<file path="src/design/scfla_pkg.sv">
package scfla_pkg;

    localparam int ALIGN_SHIFT  = 3;
    localparam int ALIGN_BYTES  = 1 << ALIGN_SHIFT;
    localparam int CLASS_COUNT  = 8;
    localparam int CHUNK_BLOCKS = 64;
    localparam int CHUNK_LIMIT  = 4;
    localparam int CLASS_BLOCKS = CHUNK_LIMIT * CHUNK_BLOCKS;

    localparam int SIZE_W   = 16;
    localparam int SUM_W    = SIZE_W + 1;
    localparam int CFG_W    = 11;
    localparam int CLASS_W  = 3;
    localparam int BLK_W    = 8;
    localparam int STATUS_W = 3;
    localparam int LINK_W   = BLK_W + 1;
    localparam int LADDR_W  = CLASS_W + BLK_W;
    localparam int LINK_DEPTH  = CLASS_COUNT * CLASS_BLOCKS;
    localparam int CHUNK_IDX_W = (CHUNK_BLOCKS > 1) ? $clog2(CHUNK_BLOCKS) : 1;
    localparam int CHUNK_CNT_W = $clog2(CHUNK_LIMIT + 1);

    localparam logic [CFG_W-1:0] CFG_RESET = CFG_W'(1024);
    localparam logic [BLK_W:0]   BLK_LIM   = (BLK_W + 1)'(CLASS_BLOCKS);

    typedef enum logic [STATUS_W-1:0] {
        ST_GRANTED   = 3'd0,
        ST_FREED     = 3'd1,
        ST_IGNORED   = 3'd2,
        ST_OVERSIZE  = 3'd3,
        ST_EXHAUSTED = 3'd4
    } t_status;

    typedef enum logic [1:0] {
        K_IGNORE,
        K_OVERSIZE,
        K_ALLOC,
        K_FREE
    } t_kind;

    typedef enum logic [1:0] {
        S_IDLE,
        S_EXEC,
        S_CHAIN,
        S_GRANT
    } t_state;

    typedef struct packed {
        logic             is_null;
        logic [BLK_W-1:0] idx;
    } t_link;

    typedef struct packed {
        logic load_req;
        logic chain_wr;
        logic chain_done;
        logic pop_rd;
        logic fire;
        logic grant;
    } t_cmd;

    typedef struct packed {
        t_kind kind;
        logic  head_null;
        logic  chunks_full;
        logic  chain_last;
        logic  out_free;
    } t_sts;

endpackage

</file>
<file path="src/design/scfla_ctrl.sv">
module scfla_ctrl
    import scfla_pkg::*;
(
    input  logic i_clk,
    input  logic i_rst_n,
    input  logic i_in_valid,
    output logic o_in_stall,
    input  t_sts i_sts,
    output t_cmd o_cmd
);

    t_state r_state;
    t_state n_state;

    always_ff @(posedge i_clk) begin
        if (!i_rst_n) begin
            r_state <= S_IDLE;
        end else begin
            r_state <= n_state;
        end
    end

    always_comb begin
        n_state    = r_state;
        o_cmd      = '0;
        o_in_stall = 1'b1;
        case (r_state)
            S_IDLE: begin
                o_in_stall = 1'b0;
                if (i_in_valid) begin
                    o_cmd.load_req = 1'b1;
                    n_state        = S_EXEC;
                end
            end
            S_EXEC: begin
                if (i_sts.kind == K_ALLOC && i_sts.head_null && !i_sts.chunks_full) begin
                    n_state = S_CHAIN;
                end else if (i_sts.kind == K_ALLOC && !i_sts.head_null) begin
                    o_cmd.pop_rd = 1'b1;
                    n_state      = S_GRANT;
                end else if (i_sts.out_free) begin
                    o_cmd.fire = 1'b1;
                    n_state    = S_IDLE;
                end
            end
            S_CHAIN: begin
                o_cmd.chain_wr = 1'b1;
                if (i_sts.chain_last) begin
                    o_cmd.chain_done = 1'b1;
                    n_state          = S_EXEC;
                end
            end
            S_GRANT: begin
                if (i_sts.out_free) begin
                    o_cmd.fire  = 1'b1;
                    o_cmd.grant = 1'b1;
                    n_state     = S_IDLE;
                end
            end
            default: begin
                n_state = S_IDLE;
            end
        endcase
    end

`ifndef SYNTHESIS
    a_chain_only_alloc: assert property (@(posedge i_clk) disable iff (!i_rst_n)
        o_cmd.chain_wr |-> i_sts.kind == K_ALLOC)
        else $error("chunk chaining outside an allocate");

    a_accept_only_idle: assert property (@(posedge i_clk) disable iff (!i_rst_n)
        o_cmd.load_req |=> o_in_stall)
        else $error("request taken while busy");

    a_pop_then_grant: assert property (@(posedge i_clk) disable iff (!i_rst_n)
        o_cmd.pop_rd |=> r_state == S_GRANT)
        else $error("pop read not followed by grant");
`endif

endmodule

</file>
<file path="config.mk">
export PLATFORM = sky130hd
export DESIGN_NAME = scfla_ctrl
export DESIGN_NICKNAME = d
export VERILOG_FILES = /design/src/design/scfla_pkg.sv /design/src/design/scfla_ctrl.sv
export SDC_FILE = /design/constraint.sdc
export NUM_CORES = 1
export LEC_CHECK = 0
export BUFFER_PORTS_ARGS = -buffer_cell sky130_fd_sc_hd__buf_4
export CAP_MARGIN = 20
export CORE_AREA = 2 2 39 41
export CTS_CLUSTER_SIZE = 40
export DETAILED_ROUTE_END_ITERATION = 12
export DIE_AREA = 0 0 41 43
export SYNTH_ARGS = -nofsm -noshare
export SYNTH_HDL_FRONTEND = slang
export SYNTH_SLANG_ARGS = --single-unit
export TNS_END_PERCENT = 20
</file>
<file path="constraint.sdc">
create_clock -name i_clk -period 1.1 [get_ports i_clk]
set_clock_uncertainty 0.05 [all_clocks]
set_input_delay 0.22 -clock i_clk [delete_from_list [all_inputs] [get_ports i_clk]]
set_output_delay 0.22 -clock i_clk [all_outputs]
set_load 0.05 [all_outputs]
</file>
==> impl_results.md <==
* Outcome: complete, but fails checks
* Violated checks: negative setup slack
* Post-route antenna net violation count at 0
* Sw power at 158 uW
* Total CTS buffers at 3
* Final wirelength at 663 um
* Sequential fraction of the synthesis area at 18.6%
* Gpl congestion at approximately 0.66
* Area of the core at 1380 sq um
* Initial Utilization at ~16%
* Area leader, netlist: dfxtp_1
* Delay-heaviest family, CP: flip-flops
* Synth cell types at 19
* Row count at 14
* Grt ovf at 0
* DP Area at a little over 400 sq um
* Clock root buffer: clkbuf_4
* Leak Pwr at 0.000222 uW
* Critical path fanouts, max at 7
* Placed insts at 59
* Number of hold buffers added after CTS at 0
* Initial antenna violation count at 0
* Min cycle time layout at 1.36 ns
* First-pass GRT wire length at 1.09 mm
* Top cells by area, synth: dfxtp_1, nor3b_1, nand2b_4, nor2b_4, a211oi_2
* Final Hold Viols at 0
* Drc violations at 0
* H-tree depth at 1
* Final Instance Area at 485 sq um
* Clk pwr share at 41.4%
* Longest Clk Path Bufs at 2
* Cells after Synth at 24
* Vias post-DR at 273
* Syn nets at 33
* Max incr delay on CP at 0.36 ns
* Critical path, cell by cell: or2_4 > nor2_4 > buf_8
* Final worst-path cycle share at 124%
* Slew HR at 84.7%
* Area Overhead vs Synth at 126%
* Worst setup path class: flop to primary output
* Clk_lat worst skew at roughly 0.23 ns
* VDD IR max at 0.275 mV
* GRT Total Usage at about a tenth
* Die Area at roughly 1800 sq um
* Largest net degree at the start of global routing at 8
* Setup crit end kind: primary output
* I/O Buffers at 15
* Most common cell after layout, fill and taps aside: buf_4
* Worst-Margin Slew at 0.228 ns
* Pwr dens at 961 nW/um^2
* Number of global-route vias before repair at approximately 290
* Post-synth top area share at 18.6%
* Slowest CP cell: dfxtp_4
* Nets at 58
* TritonCTS clock tree: yes
* P_int at 309 uW
* Num ports at 16
* Die W at 41 um
* Final Total Pwr at 467 uW
* Seq pwr share at 17.6%
* Antenna Cells at 0
* Worst path bufs/invs at 1
* Synth Cell Area at 215 sq um
* Combinational group share of total power at 41.0%
* Final setup viols at 7
* Vias/cell at 4.27
* Sw frac at 33.8%
* Number of synthesis warnings at 0
* Syn Area/Cell at 8.97 sq um
* Crit path required time at between 0.8 and 0.9 ns
* Max FFs per register at 2
* Startpoint type of the worst setup path: flop
* Reg with most FFs: r_state
* First-pass detailed-route iteration total at 2
* Data arrival time of the critical path at 1.09 ns
* Final Slew Violations at 0
* Sinks on Clock Net at 2
* Setup WS post-layout at -0.265 ns
* Share of layout cells above drive strength 1 at between 80% and 90%
* DP Wirelength at 497 um
* Height of the chip at between 40 and 50 um
* Routed len/inst at 10.4 um
* Biggest regs: r_state: 2 flops
* Hold crit path type: primary input to flop
* Clock Pin Slew Worst Setup and Hold Paths at 0.04 ns
* Fmax at between 0.7 and 0.8 GHz
* Non-Filler Instances at 64
* RSZ-0062 raised after global routing: yes
* Hold slack at 0.193 ns
* 1st-iter DRT viols at 2
* Most frequent cells in the layout: buf_4, buf_6, nand2_1, clkbuf_4
* Max_cap viols at 0
* Number of synthesized register bits at 2
layer usage:
metal  GRT usage [%]  wire length [um]  vias to the layer above
met5               0                 0                        -
met4            10.0                17                        0
met3           0.524                57                        2
met2            15.3               362                       13
met1            9.52               226                      122
li1                -                 -                      136
cell usage after synthesis:
master,count
inv_1,1
mux2i_1,1
nor2_1,2
o221a_1,1
o31ai_1,1
o21ai_0,1
dfxtp_1,2
nand2_1,3
nor3b_2,1
and3_2,1
or2_2,1
nand2b_4,1
and2_1,1
a21boi_2,1
nor3b_1,2
a211oi_2,1
and2b_2,1
nor2b_4,1
nand3b_2,1
power groups by stage:
stage | Combinational [uW] | Sequential (uW) | Clock [uW]
after floorplan | 103 | 86.6 | 0
after global placement | 172 | 85.6 | 0
after detailed placement | 175 | 85.3 | 0
after CTS | 184 | 82.1 | 199
after global routing | 206 | 83.0 | 202
final | 192 | 82.0 | 193
kinds of logic (layout without fill, tap and decap cells):
| group | Yosys count | after routing | share of synthesized area [%] |
|---|---|---|---|
| muxes | 1 | 1 | 4.65 |
| DFF | 2 | 2 | 18.6 |
| and+or+nand+nor | 15 | 15 | 52.9 |
| AOI/OAI and AO/OA | 5 | 5 | 22.1 |
| buffers and inverters | 1 | 25 | 1.74 |
what timing repair did:
action,in CTS,in global routing
pin swaps,4,1
setup endpoints to repair,7,8
buffers inserted,1,0
gates resized for setup,8,4
final timing paths:
path | from | endpoint | slack (ns) | depth (start not counted)
setup / recovery | r_state[1]$_SDFFE_PN0P_ | o_cmd[5] | -0.26 | 3
hold / removal | i_rst_n | r_state[0]$_SDFFE_PN0P_ | 0.19 | 3
hold reg to reg | r_state[1]$_SDFFE_PN0P_ | r_state[1]$_SDFFE_PN0P_ | 0.48 | 2
setup reg to reg | r_state[0]$_SDFFE_PN0P_ | r_state[0]$_SDFFE_PN0P_ | 0.06 | 4
tightest hold or removal path, delay by kind of cell:
family | cells | cell delay (ns)
buf+inv | 1 | 0.11
compound gates | 2 | 0.10
layout make-up:
cell class	count	area (sq um)
sequential	2	47.5
multi-input combinational	21	204
clock buffer	4	26.3
timing repair buffer	20	184
tap	16	20.0
inverter	1	3.75
fill	151	898
per-stage QoR:
step	setup TNS, ns	setup slack, ns	util [%]
2_1_floorplan	-0.517	-0.185	-
3_3_place_gp	-0.313	-0.136	29.3
3_5_place_dp	-0.312	-0.137	29.3
4_1_cts	-1.69	-0.274	33.8
5_1_grt	-1.78	-0.307	35.1
6_report	-1.54	-0.265	35.1
Power figures use the tool's default switching activity.
